<file path="config.mk">
export PLATFORM = sky130hd
export DESIGN_NAME = led_matrix_scan_pwm_loader_core
export DESIGN_NICKNAME = d
export VERILOG_FILES = /design/src/sv/lmsp_pkg.sv /design/src/sv/lmsp_alu.sv /design/src/sv/lmsp_frame_store.sv /design/src/sv/led_matrix_scan_pwm_loader_core.sv
export SDC_FILE = /design/constraint.sdc
export NUM_CORES = 1
export LEC_CHECK = 0
export BUFFER_PORTS_ARGS = -buffer_cell sky130_fd_sc_hd__buf_4
export CORE_ASPECT_RATIO = 1.2
export CORE_MARGIN = 8
export CORE_UTILIZATION = 55
export CTS_CLUSTER_DIAMETER = 100
export DETAILED_ROUTE_END_ITERATION = 10
export PLACE_DENSITY = 0.72
export SLEW_MARGIN = 5
export SYNTH_ARGS = -nofsm -noshare
export SYNTH_HDL_FRONTEND = slang
export SYNTH_HIERARCHICAL = 1
export SYNTH_SLANG_ARGS = --single-unit
</file>
<file path="constraint.sdc">
create_clock -name clk -period 7.2 [get_ports clk]
set_input_delay 1.44 -clock clk [delete_from_list [all_inputs] [get_ports clk]]
set_output_delay 1.44 -clock clk [all_outputs]
set_load 0.01 [all_outputs]
</file>
<file path="src/sv/lmsp_pkg.sv">
// ----------------------------------------------------------------------------
// lmsp_pkg: shared types and constants of the LED matrix scan/PWM loader
// Sequencer states, shared unit request/response types, fixed widths.
// ----------------------------------------------------------------------------
package lmsp_pkg;

	localparam int LEVEL_W    = 8;
	localparam int TIME_W     = 16;
	localparam int UNIT_W     = 16;
	localparam int DRIVE_W    = 9;
	localparam int ENTRIES    = 9;
	localparam int IDX_W      = 4;
	localparam int LOAD_GROUP = 3;
	localparam int CFG_IDX_W  = 2;

	localparam logic [IDX_W-1:0]   LOAD_BYTES = 4'd9;
	localparam logic [IDX_W-1:0]   LAST_BYTE  = 4'd8;
	localparam logic [LEVEL_W-1:0] LEVEL_STEP = 8'd3;

	localparam logic [LEVEL_W-1:0] MAX_LEVEL_RST = 8'd50;
	localparam logic [TIME_W-1:0]  ON_TIME_RST   = 16'd100;
	localparam logic [TIME_W-1:0]  OFF_TIME_RST  = 16'd10;
	localparam logic [LEVEL_W-1:0] THRESH_RST    = 8'd1;

	localparam logic [CFG_IDX_W-1:0] CFG_MAX_LEVEL = 2'd0;
	localparam logic [CFG_IDX_W-1:0] CFG_ON_TIME   = 2'd1;
	localparam logic [CFG_IDX_W-1:0] CFG_OFF_TIME  = 2'd2;

	typedef enum logic [2:0] {
		S_IDLE,
		S_DEC,
		S_CMP,
		S_THR_ADD,
		S_THR_CMP,
		S_THR_SUB,
		S_LOAD,
		S_FIN
	} seq_state_t;

	typedef enum logic {
		OP_ADD,
		OP_SUB
	} unit_op_t;

	typedef struct packed {
		unit_op_t          op;
		logic [UNIT_W-1:0] a;
		logic [UNIT_W-1:0] b;
	} unit_req_t;

	typedef struct packed {
		logic [UNIT_W-1:0] res;
		logic              ge;
	} unit_rsp_t;

endpackage

</file>
<file path="src/sv/lmsp_alu.sv">
// ----------------------------------------------------------------------------
// lmsp_alu: shared add/subtract/compare unit
// One adder used by the sequencer for countdown, threshold and level compare.
// ----------------------------------------------------------------------------
module lmsp_alu (
	input  lmsp_pkg::unit_req_t req,
	output lmsp_pkg::unit_rsp_t rsp
);

	logic [lmsp_pkg::UNIT_W:0] diff;

	assign diff = {1'b0, req.a} - {1'b0, req.b};

	always_comb begin
		// unsigned a >= b from the borrow of a - b
		rsp.ge = ~diff[lmsp_pkg::UNIT_W];
		case (req.op)
			lmsp_pkg::OP_ADD: rsp.res = req.a + req.b;
			lmsp_pkg::OP_SUB: rsp.res = diff[lmsp_pkg::UNIT_W-1:0];
			default:          rsp.res = diff[lmsp_pkg::UNIT_W-1:0];
		endcase
	end

endmodule

</file>
<file path="src/sv/lmsp_frame_store.sv">
// ----------------------------------------------------------------------------
// lmsp_frame_store: double-buffered level store
// Load buffer filled byte by byte, committed to the display copy at once.
// ----------------------------------------------------------------------------
module lmsp_frame_store (
	input  logic                          clk,
	input  logic                          arst_n,
	input  logic                          wr_en,
	input  logic                          wr_keep,
	input  logic [lmsp_pkg::IDX_W-1:0]    wr_idx,
	input  logic [lmsp_pkg::LEVEL_W-1:0]  wr_data,
	input  logic [lmsp_pkg::IDX_W-1:0]    rd_idx,
	output logic [lmsp_pkg::LEVEL_W-1:0]  rd_level
);

	logic [lmsp_pkg::LEVEL_W-1:0] buf_q  [lmsp_pkg::ENTRIES];
	logic [lmsp_pkg::LEVEL_W-1:0] disp_q [lmsp_pkg::ENTRIES];
	logic [lmsp_pkg::LEVEL_W-1:0] buf_nx [lmsp_pkg::ENTRIES];

	// first byte clears the buffer, then the byte lands if its column exists
	always_comb begin
		for (int i = 0; i < lmsp_pkg::ENTRIES; i++) begin
			if (wr_idx == '0)
				buf_nx[i] = '0;
			else
				buf_nx[i] = buf_q[i];
			if (wr_keep && (wr_idx == lmsp_pkg::IDX_W'(i)))
				buf_nx[i] = wr_data;
		end
	end

	always_ff @(posedge clk or negedge arst_n) begin
		if (!arst_n) begin
			for (int i = 0; i < lmsp_pkg::ENTRIES; i++) begin
				buf_q[i]  <= '0;
				disp_q[i] <= '0;
			end
		end else if (wr_en) begin
			for (int i = 0; i < lmsp_pkg::ENTRIES; i++) begin
				buf_q[i] <= buf_nx[i];
				if (wr_idx == lmsp_pkg::LAST_BYTE)
					disp_q[i] <= buf_nx[i];
			end
		end
	end

	always_comb begin
		if (rd_idx < lmsp_pkg::IDX_W'(lmsp_pkg::ENTRIES))
			rd_level = disp_q[rd_idx];
		else
			rd_level = '0;
	end

endmodule

</file>
<file path="src/sv/led_matrix_scan_pwm_loader_core.sv">
// ----------------------------------------------------------------------------
// led_matrix_scan_pwm_loader_core: multiplexed RGB LED matrix PWM driver
// Timer ticks run the scan/PWM phase machine, level bytes fill a frame buffer.
// ----------------------------------------------------------------------------
// Per item the sequencer steps through S_LOAD for a byte, S_DEC for a running
// tick, S_THR_ADD and S_THR_CMP for a blanking tick plus S_THR_SUB when the
// threshold wraps, or S_CMP once per channel for an on-phase tick (one channel
// compare per cycle through the shared adder), then S_FIN. in_ready is low
// while an item is in progress or its result cannot be stored.
// Reset: asynchronous active low, stores clear at once, no clearing pass.
// ----------------------------------------------------------------------------
module led_matrix_scan_pwm_loader_core #(
	parameter int COLUMNS  = 9,
	parameter int CHANNELS = 9
) (
	input  logic                              clk,
	input  logic                              arst_n,
	input  logic                              in_valid,
	output logic                              in_ready,
	input  logic                              kind,
	input  logic [lmsp_pkg::LEVEL_W-1:0]      data_byte,
	output logic                              out_valid,
	input  logic                              out_ready,
	output logic [lmsp_pkg::DRIVE_W-1:0]      channel_drive,
	output logic [lmsp_pkg::DRIVE_W-1:0]      column_drive,
	output logic                              frame_loaded,
	input  logic                              cfg_valid,
	output logic                              cfg_ready,
	input  logic [lmsp_pkg::CFG_IDX_W-1:0]    cfg_index,
	input  logic [lmsp_pkg::TIME_W-1:0]       cfg_data
);

	localparam int COL_W   = (COLUMNS > 1) ? $clog2(COLUMNS) : 1;
	localparam int CH_W    = $clog2(CHANNELS);
	localparam int EXT_W   = CHANNELS + lmsp_pkg::DRIVE_W;
	localparam int STORE_N = lmsp_pkg::LOAD_GROUP * COLUMNS;

	localparam logic [COL_W-1:0] LAST_COL = COL_W'(COLUMNS - 1);
	localparam logic [CH_W-1:0]  LAST_CH  = CH_W'(CHANNELS - 1);

	// configuration
	logic [lmsp_pkg::LEVEL_W-1:0] max_level_q;
	logic [lmsp_pkg::TIME_W-1:0]  on_time_q;
	logic [lmsp_pkg::TIME_W-1:0]  off_time_q;

	// scan state
	lmsp_pkg::seq_state_t         state_q, state_nx;
	logic [COL_W-1:0]             column_q;
	logic [lmsp_pkg::LEVEL_W-1:0] thresh_q;
	logic [lmsp_pkg::LEVEL_W-1:0] thresh_tmp_q;
	logic                         phase_on_q;
	logic [lmsp_pkg::TIME_W-1:0]  countdown_q;
	logic [lmsp_pkg::IDX_W-1:0]   byte_cnt_q;
	logic [lmsp_pkg::DRIVE_W-1:0] ch_drive_q;
	logic [lmsp_pkg::DRIVE_W-1:0] col_drive_q;

	// item in progress
	logic [lmsp_pkg::LEVEL_W-1:0] data_q;
	logic                         loaded_q;
	logic [CH_W-1:0]              ch_idx_q;
	logic [CHANNELS-1:0]          ch_bits_q;

	// output register
	logic                         out_valid_q;
	logic [lmsp_pkg::DRIVE_W-1:0] out_ch_q;
	logic [lmsp_pkg::DRIVE_W-1:0] out_col_q;
	logic                         out_loaded_q;

	lmsp_pkg::unit_req_t          unit_req;
	lmsp_pkg::unit_rsp_t          unit_rsp;

	logic                         in_fire;
	logic                         out_free;
	logic [5:0]                   col_x;
	logic [5:0]                   ch_x;
	logic                         rd_hit;
	logic [lmsp_pkg::IDX_W-1:0]   rd_idx;
	logic [lmsp_pkg::LEVEL_W-1:0] rd_level;
	logic [lmsp_pkg::LEVEL_W-1:0] level_cur;
	logic [CHANNELS-1:0]          ch_final;
	logic [EXT_W-1:0]             ch_ext;
	logic [15:0]                  col_onehot;
	logic                         load_en;
	logic                         load_keep;

	assign in_ready  = (state_q == lmsp_pkg::S_IDLE);
	assign in_fire   = in_valid && in_ready;
	assign cfg_ready = 1'b1;
	assign out_free  = !out_valid_q || out_ready;

	assign out_valid     = out_valid_q;
	assign channel_drive = out_ch_q;
	assign column_drive  = out_col_q;
	assign frame_loaded  = out_loaded_q;

	// register writes; index beyond the list is dropped
	always_ff @(posedge clk or negedge arst_n) begin
		if (!arst_n) begin
			max_level_q <= lmsp_pkg::MAX_LEVEL_RST;
			on_time_q   <= lmsp_pkg::ON_TIME_RST;
			off_time_q  <= lmsp_pkg::OFF_TIME_RST;
		end else if (cfg_valid && cfg_ready) begin
			case (cfg_index)
				lmsp_pkg::CFG_MAX_LEVEL: max_level_q <= cfg_data[lmsp_pkg::LEVEL_W-1:0];
				lmsp_pkg::CFG_ON_TIME:   on_time_q   <= cfg_data;
				lmsp_pkg::CFG_OFF_TIME:  off_time_q  <= cfg_data;
				default: ;
			endcase
		end
	end

	// display read: only channels 0..2 of columns 0..2 are ever loaded,
	// every other level stays zero
	assign col_x     = 6'(column_q);
	assign ch_x      = 6'(ch_idx_q);
	assign rd_hit    = (ch_x < 6'(lmsp_pkg::LOAD_GROUP)) && (col_x < 6'(lmsp_pkg::LOAD_GROUP));
	assign rd_idx    = lmsp_pkg::IDX_W'(col_x * 6'd3 + ch_x);
	assign level_cur = rd_hit ? rd_level : '0;

	// byte write enables, a level whose column is missing is dropped
	assign load_en   = (state_q == lmsp_pkg::S_LOAD) && (byte_cnt_q < lmsp_pkg::LOAD_BYTES);
	assign load_keep = (6'(byte_cnt_q) < 6'(STORE_N));

	lmsp_frame_store u_store (
		.clk      (clk),
		.arst_n   (arst_n),
		.wr_en    (load_en),
		.wr_keep  (load_keep),
		.wr_idx   (byte_cnt_q),
		.wr_data  (data_q),
		.rd_idx   (rd_idx),
		.rd_level (rd_level)
	);

	lmsp_alu u_alu (
		.req (unit_req),
		.rsp (unit_rsp)
	);

	// channel bits with the last compare folded in, clipped to the drive width
	assign ch_final   = ch_bits_q | (CHANNELS'(unit_rsp.ge) << ch_idx_q);
	assign ch_ext     = EXT_W'(ch_final);
	assign col_onehot = 16'(1) << column_q;

	// sequencer: next state and shared unit request
	always_comb begin
		state_nx     = state_q;
		unit_req.op  = lmsp_pkg::OP_SUB;
		unit_req.a   = lmsp_pkg::UNIT_W'(level_cur);
		unit_req.b   = lmsp_pkg::UNIT_W'(thresh_q);
		case (state_q)
			lmsp_pkg::S_IDLE: begin
				if (in_fire) begin
					if (kind)
						state_nx = lmsp_pkg::S_LOAD;
					else if (countdown_q != '0)
						state_nx = lmsp_pkg::S_DEC;
					else if (phase_on_q)
						state_nx = lmsp_pkg::S_CMP;
					else
						state_nx = lmsp_pkg::S_THR_ADD;
				end
			end
			lmsp_pkg::S_DEC: begin
				unit_req.a = countdown_q;
				unit_req.b = lmsp_pkg::UNIT_W'(1);
				state_nx   = lmsp_pkg::S_FIN;
			end
			lmsp_pkg::S_CMP: begin
				if (ch_idx_q == LAST_CH)
					state_nx = lmsp_pkg::S_FIN;
			end
			lmsp_pkg::S_THR_ADD: begin
				unit_req.op = lmsp_pkg::OP_ADD;
				unit_req.a  = lmsp_pkg::UNIT_W'(thresh_q);
				unit_req.b  = lmsp_pkg::UNIT_W'(lmsp_pkg::LEVEL_STEP);
				state_nx    = lmsp_pkg::S_THR_CMP;
			end
			lmsp_pkg::S_THR_CMP: begin
				// max >= sum keeps the sum, otherwise wrap once
				unit_req.a = lmsp_pkg::UNIT_W'(max_level_q);
				unit_req.b = lmsp_pkg::UNIT_W'(thresh_tmp_q);
				state_nx   = unit_rsp.ge ? lmsp_pkg::S_FIN : lmsp_pkg::S_THR_SUB;
			end
			lmsp_pkg::S_THR_SUB: begin
				unit_req.a = lmsp_pkg::UNIT_W'(thresh_tmp_q);
				unit_req.b = lmsp_pkg::UNIT_W'(max_level_q);
				state_nx   = lmsp_pkg::S_FIN;
			end
			lmsp_pkg::S_LOAD: begin
				state_nx = lmsp_pkg::S_FIN;
			end
			lmsp_pkg::S_FIN: begin
				if (out_free)
					state_nx = lmsp_pkg::S_IDLE;
			end
			default: begin
				state_nx = lmsp_pkg::S_IDLE;
			end
		endcase
	end

	always_ff @(posedge clk or negedge arst_n) begin
		if (!arst_n)
			state_q <= lmsp_pkg::S_IDLE;
		else
			state_q <= state_nx;
	end

	// scan and load state
	always_ff @(posedge clk or negedge arst_n) begin
		if (!arst_n) begin
			column_q     <= '0;
			thresh_q     <= lmsp_pkg::THRESH_RST;
			thresh_tmp_q <= '0;
			phase_on_q   <= 1'b1;
			countdown_q  <= '0;
			byte_cnt_q   <= '0;
			ch_drive_q   <= '0;
			col_drive_q  <= '0;
			loaded_q     <= 1'b0;
			ch_idx_q     <= '0;
			ch_bits_q    <= '0;
		end else begin
			case (state_q)
				lmsp_pkg::S_IDLE: begin
					if (in_fire) begin
						loaded_q  <= 1'b0;
						ch_idx_q  <= '0;
						ch_bits_q <= '0;
						if (!kind && countdown_q == '0 && !phase_on_q) begin
							// blanking phase: clear drive, advance column
							ch_drive_q  <= '0;
							col_drive_q <= '0;
							column_q    <= (column_q == LAST_COL) ? '0 : column_q + 1'b1;
							countdown_q <= off_time_q;
							phase_on_q  <= 1'b1;
						end
					end
				end
				lmsp_pkg::S_DEC: begin
					countdown_q <= unit_rsp.res;
				end
				lmsp_pkg::S_CMP: begin
					ch_bits_q <= ch_final;
					ch_idx_q  <= ch_idx_q + 1'b1;
					if (ch_idx_q == LAST_CH) begin
						ch_drive_q  <= ch_ext[lmsp_pkg::DRIVE_W-1:0];
						col_drive_q <= col_onehot[lmsp_pkg::DRIVE_W-1:0];
						countdown_q <= on_time_q;
						phase_on_q  <= 1'b0;
					end
				end
				lmsp_pkg::S_THR_ADD: begin
					thresh_tmp_q <= unit_rsp.res[lmsp_pkg::LEVEL_W-1:0];
				end
				lmsp_pkg::S_THR_CMP: begin
					if (unit_rsp.ge)
						thresh_q <= thresh_tmp_q;
				end
				lmsp_pkg::S_THR_SUB: begin
					thresh_q <= unit_rsp.res[lmsp_pkg::LEVEL_W-1:0];
				end
				lmsp_pkg::S_LOAD: begin
					// count out of range would only rewind, with no write
					if (byte_cnt_q >= lmsp_pkg::LOAD_BYTES || byte_cnt_q == lmsp_pkg::LAST_BYTE)
						byte_cnt_q <= '0;
					else
						byte_cnt_q <= byte_cnt_q + 1'b1;
					loaded_q <= (byte_cnt_q == lmsp_pkg::LAST_BYTE);
				end
				default: ;
			endcase
		end
	end

	// hold the result until the consumer takes the transaction
	always_ff @(posedge clk or negedge arst_n) begin
		if (!arst_n) begin
			out_valid_q <= 1'b0;
		end else if (state_q == lmsp_pkg::S_FIN && out_free) begin
			out_valid_q <= 1'b1;
		end else if (out_ready) begin
			out_valid_q <= 1'b0;
		end
	end

	always_ff @(posedge clk) begin
		if (state_q == lmsp_pkg::S_FIN && out_free) begin
			out_ch_q     <= ch_drive_q;
			out_col_q    <= col_drive_q;
			out_loaded_q <= loaded_q;
		end
	end

	// capture the level byte; kind is decoded at accept
	always_ff @(posedge clk) begin
		if (in_fire) begin
			data_q <= data_byte;
		end
	end

endmodule

</file>
# Yosys cells after proc, flatten, opt, wreduce, memory -nomap -nowiden

Index checks and enable logic that the tools add are counted.

Bits in registers: 288
Bits in latches: 0
RAM bits: 0
Bits in read-only memories: 0
Input port bits: 32
Logic and storage cells: 172
Memories kept: 0

$add $sub $neg: 6
Multiply operators: 1
Divide/modulo/power cells: 0
Magnitude comparators: 6
Equality and inequality tests: 24
Shift-type cells: 2
Mux-type cells: 59
Bitwise operators: 3
Reductions and logical operators: 33

Operator list:

| operator              | count |
|---|---|
| $mux W8               | 22 |
| $pmux W32 S4          | 1 |
| $pmux W9 S2           | 3 |
| $mux W16              | 3 |
| $pmux W16 S3          | 1 |
| $mux W9               | 5 |
| $bmux W8 S4           | 1 |
| $pmux W16 S2          | 1 |
| $pmux W3 S6           | 1 |
| $sub A16 B16 Y17      | 1 |
| $add A16 B16 Y16      | 1 |
| $eq A4 B3 Y1 const B  | 4 |
| $logic_not A16 Y1     | 1 |
| $pmux W8 S2           | 1 |
| $reduce_bool A16 Y1   | 1 |
| $reduce_and A2 Y1     | 7 |
| $add A4 B1 Y4 const B | 3 |
| $eq A3 B3 Y1 const B  | 4 |
| $eq A4 B4 Y1 const B  | 3 |
| $mux W3               | 4 |
| $mux W4               | 3 |
| $or A9 B9 Y9          | 1 |
| $shl A1 B4 Y9         | 1 |
| $shl A1 B4 Y9 const A | 1 |
| other kinds (31)      | 60 |

# Logic depth before layout (Yosys ltp)

Gate-level depths: netlist of run 1.

Depth in word-level cells: 15
Depth in mapped cells: 25
Gate-level depth less buffers: 23

# By module

Netlist of run 1, hierarchy kept.

Modules (own cells, without submodules):

| module                          | instances | cells an instance | area each (um^2) | seq. area each (um^2) |
|---|---|---|---|---|
| led_matrix_scan_pwm_loader_core | 1         | 620               | 7254.5           | 3751.1 |
| lmsp_frame_store                | 1         | 491               | 6287.3           | 3603.5 |
| lmsp_alu                        | 1         | 219               | 1536.5           | 0.0 |

# Worst setup path before layout of run 1

OpenSTA, ideal clock, no wires.

Kind: reg-to-reg
From: reg column_q[0]
To: reg ch_drive_q[4] (netlist name)
Library setup time: 64 ps
Arrival: 5250 ps
Required time: 7136 ps
Slack: 1886 ps
Cell stages (with the launch flop): 26
Buffers on the path: 2
Path through: dfrtp_1 > fa_1 > ha_1 > inv_1 > fa_1 > xnor2_1 > xnor2_1 > buf_1 > nor4b_2 > nand2_1 > o31ai_1 > a21o_1 > inv_1 > ha_1 > fa_1 > nor2b_1 > o211ai_1 > a31o_2 > o32ai_1 > a211oi_1 > o21ai_0 > clkbuf_1 > nor3b_1 > a31oi_1 > nor2_1 > mux2_2

RTL lines:

| element                | line                                   | RTL |
|---|---|---|
| start, declared        | led_matrix_scan_pwm_loader_core.sv:48  | `logic [COL_W-1:0] column_q;` |
| start signal, assigned | led_matrix_scan_pwm_loader_core.sv:235 | `column_q <= (column_q == LAST_COL) ? '0 : column_q + 1'b1;` |
| end signal, assigned   | led_matrix_scan_pwm_loader_core.sv:248 | `ch_drive_q <= ch_ext[lmsp_pkg::DRIVE_W-1:0];` |
| end, declared          | led_matrix_scan_pwm_loader_core.sv:54  | `logic [lmsp_pkg::DRIVE_W-1:0] ch_drive_q;` |

==> key figures, run 1 <==
Worst setup path
  – CP Capture Type: flip-flop
  – Worst path bufs/invs: 4
  – Crit Path Max Fanout: 19
  – Critical Path AT: 6320 ps
  – Crit path launch type: flip-flop
  – Critical path class: reg2reg
  – Critical Path Most Common Cell: fa_1
  – CP max stage cell: fa_1
  – CP delay by family, top: adder cells
  – CP max stage delay: 580 ps
  – Critical Path RT: 7680 ps

Detailed routing
  – Avg WL per Cell: 21.2 um
  – Remaining antenna violation count after routing: 0
  – Iteration-0 DRC Markers: 758
  – 1st-pass router iterations: 5
  – Via count: 10600
  – DRC: 0
  – Routed wire length: 36500 um
  – Via density: 6.16

Global routing
  – First-pass GRT wire length: 58600 um
  – Largest net degree at the start of global routing: 144
  – Initial antenna violation count: 0
  – Vias in the first global route: 10600
  – Gr usage total: 22.0%
  – GR Overflow Total: 0

Layout
  – NumNets Final: 1450
  – Filler cell count: 2143
  – Layout cell share with drive strength beyond 1: 18.7%
  – Area growth, synth to finish: 10.9%
  – Antenna fix cells: 0

Job
  – Max Cap Viol: 0

Timing
  – Setup violators final: 0
  – Final hold viol count: 0
  – Fmax: 0.171 GHz
  – Rel. slew slack: 23.0%
  – Fin crit period: 5830 ps
  – Worst-Margin Slew: 1150 ps
  – RSZ-0062 raised after global routing: no
  – Setup TNS: 0 ps
  – Slew Limit Fails: 0
  – Final period util: 81.0%
  – Layout Skew: 27.7 ps

Floorplan
  – Die Y: 197 um
  – Die Wd: 167 um
  – Placement row count: 66
  – Die area: 0.0330 mm^2
  – Ports: 54
  – Starting Density: 55.8%
  – CORE AREA: 0.0270 mm^2

Place
  – HPWL after DPL: 25500 um
  – I/O Buffers: 52
  – Final Wtd Congestion: 0.977

Logic synthesis
  – Post-synth top flop: dfrtp_1
  – Yosys top cell area share: 41.7%
  – Mapped cell area: 0.0151 mm^2
  – Yosys cell types: 93
  – Synth Register Bits: 288
  – Ys Warns: 6
  – Post-synthesis sequential area ratio: 48.8%
  – Area leader, netlist: dfrtp_1
  – Top post-synthesis cells by area: dfrtp_1 42%, mux2_2 6.6%, a22o_1 5.5%
  – Asr flop ratio synth: 90.6%
  – Number of synthesized flops with an enable pin: 27
  – Avg Cell Area, Syn: 11.3 um^2
  – Cells after Synth: 1330

Clock tree
  – Clock-pin transition on the worst setup and hold timing paths: 60 ps
  – Setup bufs post-CTS: 0
  – CTS Hold Buffers Added: 0
  – Clock tree buffer depth: 3
  – # resized after CTS: 0
  – Clock sink count: 288
  – # H-tree levels: 1
  – Root buffer cell: clkbuf_16
  – Clock latency on the worst-skew pair: 560 ps
  – Total CTS buffers: 29
  – CTS tree: built

Status
  – Status: finished, final reports clean

Power
  – Power Dens Cells: 430 mW/mm^2
  – LEAKAGE: 7.62 nW
  – Power Total: 7.18 mW
  – Peak supply drop: 0.251 mV

Hold path
  – HP Class: reg2reg
## layer usage
layer  global-route usage [%]  vias up  wire, um
met3                     2.36       86      1390
met1                     26.9     5323     15100
met5                        0        -         0
met4                     8.58        0      1380
met2                     39.4      293     18700
li1                         -     4937         -
## state kept, by name (all words and copies together) (netlist names), 8 cells and up
| name | flops |
|---|---|
| u_store/buf_q | 72 |
| u_store/disp_q | 72 |
| countdown_q | 16 |
| off_time_q | 16 |
| on_time_q | 16 |
| ch_bits_q | 9 |
| ch_drive_q | 9 |
| channel_drive | 9 |
| col_drive_q | 9 |
| column_drive | 9 |
| data_q | 8 |
| max_level_q | 8 |
| thresh_q | 8 |
| thresh_tmp_q | 8 |
## worst paths after layout
kind | cells past startpoint | slack, ps | end | startpoint
hold / removal | 0 | 440 | channel_drive[0] | ch_drive_q[0]
setup / recovery | 25 | 1370 | ch_drive_q[8] | column_q[0]
hold reg to reg | 0 | 440 | channel_drive[0] | ch_drive_q[0]
min in group asynchronous | 1 | 920 | off_time_q[10] | arst_n
setup reg to reg | 25 | 1370 | ch_drive_q[8] | column_q[0]
max in group asynchronous | 2 | 4910 | state_q[2] | arst_n
## per-stage QoR
step	hold slack, ps	cells	utilization (%)	setup WS, ps	area (um^2)
CTS	447	1727	61.9	1400	16700
detailed placement	433	1673	58.2	1430	15700
floorplan	421	1346	-	1890	15100
global route	461	1727	61.9	910	16700
finish	445	1727	61.9	1370	16700
global placement	430	1673	58.2	1580	15700
## cell families (layout without fill, tap and decap cells)
logic type               count (synthesis)  after routing  synth area share [%]
XOR/XNOR                                17             17                 0.987
AO/OA/AOI/OAI                          375            375                  17.7
multiplexers                           185            185                  13.5
other                                    2             18                0.0498
adder cells (fa/ha/maj)                 54             54                  4.73
AND/OR/NAND/NOR                        247            247                  9.48
buffers and inverters                  162            203                  4.72
flip-flops                             288            288                  48.8
## cells in the final DEF, fill, tap and decap left out, types with 12 or more instances in the layout
cell,instances
a21o_1,19
a21oi_1,92
a22o_1,95
a31oi_1,28
and3_1,12
buf_4,70
clkbuf_16,30
conb_1,18
dfrtp_1,250
edfxtp_1,27
ha_1,49
inv_1,75
mux2_1,43
mux2_2,88
mux2i_1,52
nand2_1,60
nand2b_1,16
nand3_1,24
nor2_1,38
nor2b_1,28
nor3_1,20
o21ai_0,41
xnor2_1,16
## power breakdown
part / switching, mW / internal (mW)
clock network: 0.639 / 0.924
logic: 1.87 / 1.30
registers: 0.391 / 2.05
## cell type report
cell class / instances / area, um^2 / share of cell area, %
Sequential cell: 288 / 7360 / 44.0
Multi-Input combinational cell: 896 / 7080 / 42.4
Clock buffer: 39 / 835 / 4.99
Timing Repair Buffer: 72 / 561 / 3.35
Tap cell: 340 / 425 / 2.54
Inverter: 77 / 289 / 1.73
Clock inverter: 15 / 171 / 1.03
## cells in the mapped netlist, drive strengths merged, types with 4 or more instances
master,number
dfrtp,251
a21oi,93
o31ai,10
a22o,95
o21ai,48
a31oi,28
a22oi,10
o2bb2ai,10
edfxtp,27
nand3,24
o22ai,7
or2,5
nor4,7
nor3,22
nor2,40
nor3b,7
a32o,5
inv,76
nand2,60
xnor2,16
nand2b,16
a41oi,5
buf,45
dfstp,10
and3,12
or3,4
o211ai,8
a211oi,7
nor2b,28
clkbuf,40
mux2i,52
a21o,19
o21bai,4
fa,5
ha,49
nand4,4
mux2,131
Power figures use the tool's default switching activity.
==> inputs of run 2 (changes only) <==
--- a/config.mk
+++ b/config.mk
@@ -11,7 +11,7 @@
 export CORE_UTILIZATION = 55
 export CTS_CLUSTER_DIAMETER = 100
 export DETAILED_ROUTE_END_ITERATION = 10
-export PLACE_DENSITY = 0.72
+export PLACE_DENSITY = 0.75
 export SLEW_MARGIN = 5
 export SYNTH_ARGS = -nofsm -noshare
 export SYNTH_HDL_FRONTEND = slang
==> constraint.sdc (replaced) <==
create_clock -name clk -period 4.86 [get_ports clk]
set_input_delay 0.972 -clock clk [delete_from_list [all_inputs] [get_ports clk]]
set_output_delay 0.972 -clock clk [all_outputs]
set_load 0.01 [all_outputs]
==> run 2 against run 1 <==
- the flow now finishes with violations (negative setup slack)
- maximum frequency grew 17%
- clock-buffer cell count up 2
- clock skew decreased by 3.6 ps
- sequential power up 48%
- combinational power up 92%
- worst hold slack about the same
- via count grew 2.8%
- wire length grew 3.4%
- final cell count is 3.5% higher
- total power is 64% higher
- utilization up 3.0 points
- critical path type unchanged
==> key figures, run 2 (synthesis results as in run 1) <==
Power
  – Peak supply drop: 0.427 mV
  – Power Dens Cells: 673 mW/mm^2
  – LEAKAGE: 8.00 nW

Detailed routing
  – Via count: 10900
  – Routed wire length: 37800 um
  – Remaining antenna violation count after routing: 0
  – Iteration-0 DRC Markers: 769
  – 1st-pass router iterations: 8
  – Via density: 6.12
  – DRC: 0
  – Avg WL per Cell: 21.1 um

Clock tree
  – Clock sink count: 288
  – Clock-pin transition on the worst setup and hold timing paths: 60 ps
  – Root buffer cell: clkbuf_16
  – Total CTS buffers: 29
  – Clock tree buffer depth: 3
  – CTS tree: built
  – # H-tree levels: 1
  – Clock latency on the worst-skew pair: 560 ps

Worst setup path
  – Sequence of cells on the critical path: fa_1 > ha_2 > inv_2 > fa_2 > inv_4 > buf_6 > nor4b_4 > buf_4 > nand2_2 > o31ai_2 > a21o_1 > ha_4 > nor2b_4 > o211ai_1 > a31o_2 > o32ai_2 > a211oi_2 > o21ai_1 > buf_4 > nor2b_4 > a41oi_2 > nor2_2 > mux2_4
  – Worst r2r dst: ch_drive_q[7]
  – CP max stage cell: fa_2
  – Crit Path Max Fanout: 5
  – Critical Path AT: 5410 ps
  – Worst path bufs/invs: 5
  – Critical Path RT: 5290 ps
  – Critical Path Source: column_q[1]
  – CP delay by family, top: adder cells
  – Launch point of the worst reg-to-reg path: column_q[1]
  – CP Capture Type: flip-flop
  – Crit path launch type: flip-flop
  – CP max stage delay: 560 ps
  – Critical path class: reg2reg
  – Reg2Reg Setup Slack: -120 ps
  – Reg2Reg Depth: 23

Timing
  – Worst-Margin Slew: 1280 ps
  – Setup violators final: 27
  – Setup TNS: -1350 ps
  – Final WS setup: -120 ps
  – Final period util: 102%
  – Final hold viol count: 0
  – Slew Limit Fails: 0
  – RSZ-0062 raised after global routing: yes
  – Fmax: 0.201 GHz
  – Rel. slew slack: 14.2%
  – Layout Skew: 24.1 ps
  – Fin crit period: 4980 ps

Floorplan
  – Die Wd: 167 um
  – Ports: 54
  – CORE AREA: 0.0270 mm^2
  – Die Y: 197 um
  – Placement row count: 66
  – Die area: 0.0330 mm^2
  – Starting Density: 55.8%

Global routing
  – Met1 usage: 25.9%
  – Met2 Use GR: 40.3%
  – GR Overflow Total: 0
  – Initial antenna violation count: 0
  – GR Util met3: 3.74%
  – First-pass GRT wire length: 60000 um
  – Vias in the first global route: 11200
  – GR peak layer: met2
  – Largest net degree at the start of global routing: 126
  – Gr usage total: 22.7%

Hold path
  – Hold_sp: ch_drive_q[0]
  – Hold Path Depth: 0
  – WHS Endpoint: channel_drive[0]
  – HP Class: reg2reg

Place
  – I/O Buffers: 52
  – Number of placed instances, taps included: 1717
  – Final Wtd Congestion: 0.925
  – DP Worst Slack: -219 ps
  – Placed Area: 0.0161 mm^2
  – HPWL after DPL: 26400 um

Layout
  – Most frequent cells in the layout: 248 x dfrtp_1, 125 x buf_4, 95 x a22o_1
  – NumNets Final: 1510
  – Layout cell share with drive strength beyond 1: 26.3%
  – Commonest non-fill, non-tap cell in the layout: dfrtp_1
  – Antenna fix cells: 0
  – Top Registers: u_store/buf_q: 72 flops, u_store/disp_q: 72 flops
  – Post-route insts no fill: 1787
  – Post-layout util: 64.9%
  – Area growth, synth to finish: 16.3%
  – Filler cell count: 2105
  – Fin area: 0.0175 mm^2

Job
  – Max Cap Viol: 0

Status
  – Failing checks: negative setup slack
  – Status: finished with violations
-- run 2: cell types whose count changed in the layout (fill, tap and decap cells not counted), sizes merged --
cell | previous run | this run
clkbuf | 39 | 41
clkinv | 9 | 12
buf | 72 | 132
bufinv | 3 | 1
clkinvlp | 3 | 0
-- run 2: timing repair --
| action | 4_1_cts | 5_1_grt |
|---|---|---|
| hold endpoints to repair | 0 | 0 |
| pin swaps | 20 | 39 |
| hold buffers | 0 | 0 |
| setup buffers | 12 | 5 |
| gates resized for setup | 40 | 56 |
| endpoints found under the setup margin | 34 | 39 |
-- run 2: report_power, final --
part	internal [mW]	switching (mW)	total, mW
combinational	2.80	3.29	6.09
sequential	3.05	0.551	3.60
clock	1.19	0.919	2.11
-- run 2: area by class of cell --
| class | count | area, um^2 | area share [%] |
|---|---|---|---|
| sequential | 288 | 7360 | 42.0 |
| timing repair buffer | 132 | 1060 | 6.07 |
| multi-input combinational | 896 | 7500 | 42.7 |
| tap | 340 | 425 | 2.43 |
| inverter | 77 | 297 | 1.69 |
| clock inverter | 13 | 105 | 0.599 |
| clock buffer | 41 | 791 | 4.51 |
-- run 2: routing by layer --
| metal | vias to the layer above | share of wire, % |
|---|---|---|
| li1 | 5051 | - |
| met1 | 5430 | 38 |
| met2 | 337 | 51 |
| met3 | 123 | 4.9 |
| met4 | 0 | 5.6 |
| met5 | - | 0 |
-- run 2: worst max path at each step --
stage	end	slack, ps	cells past startpoint
floorplan	ch_drive_q[8]	10	25
global placement	ch_drive_q[7]	-140	22
detailed placement	ch_drive_q[8]	-220	24
CTS	ch_drive_q[7]	-100	23
global route	ch_drive_q[8]	-380	24
finish	ch_drive_q[7]	-120	23
-- run 2: stage by stage --
| stage | hold slack (ps) | total power [mW] |
|---|---|---|
| floorplan | 421 | 7.03 |
| global placement | 430 | 8.78 |
| detailed placement | 432 | 8.87 |
| CTS | 451 | 11.4 |
| global route | 462 | 12.5 |
| finish | 445 | 11.8 |
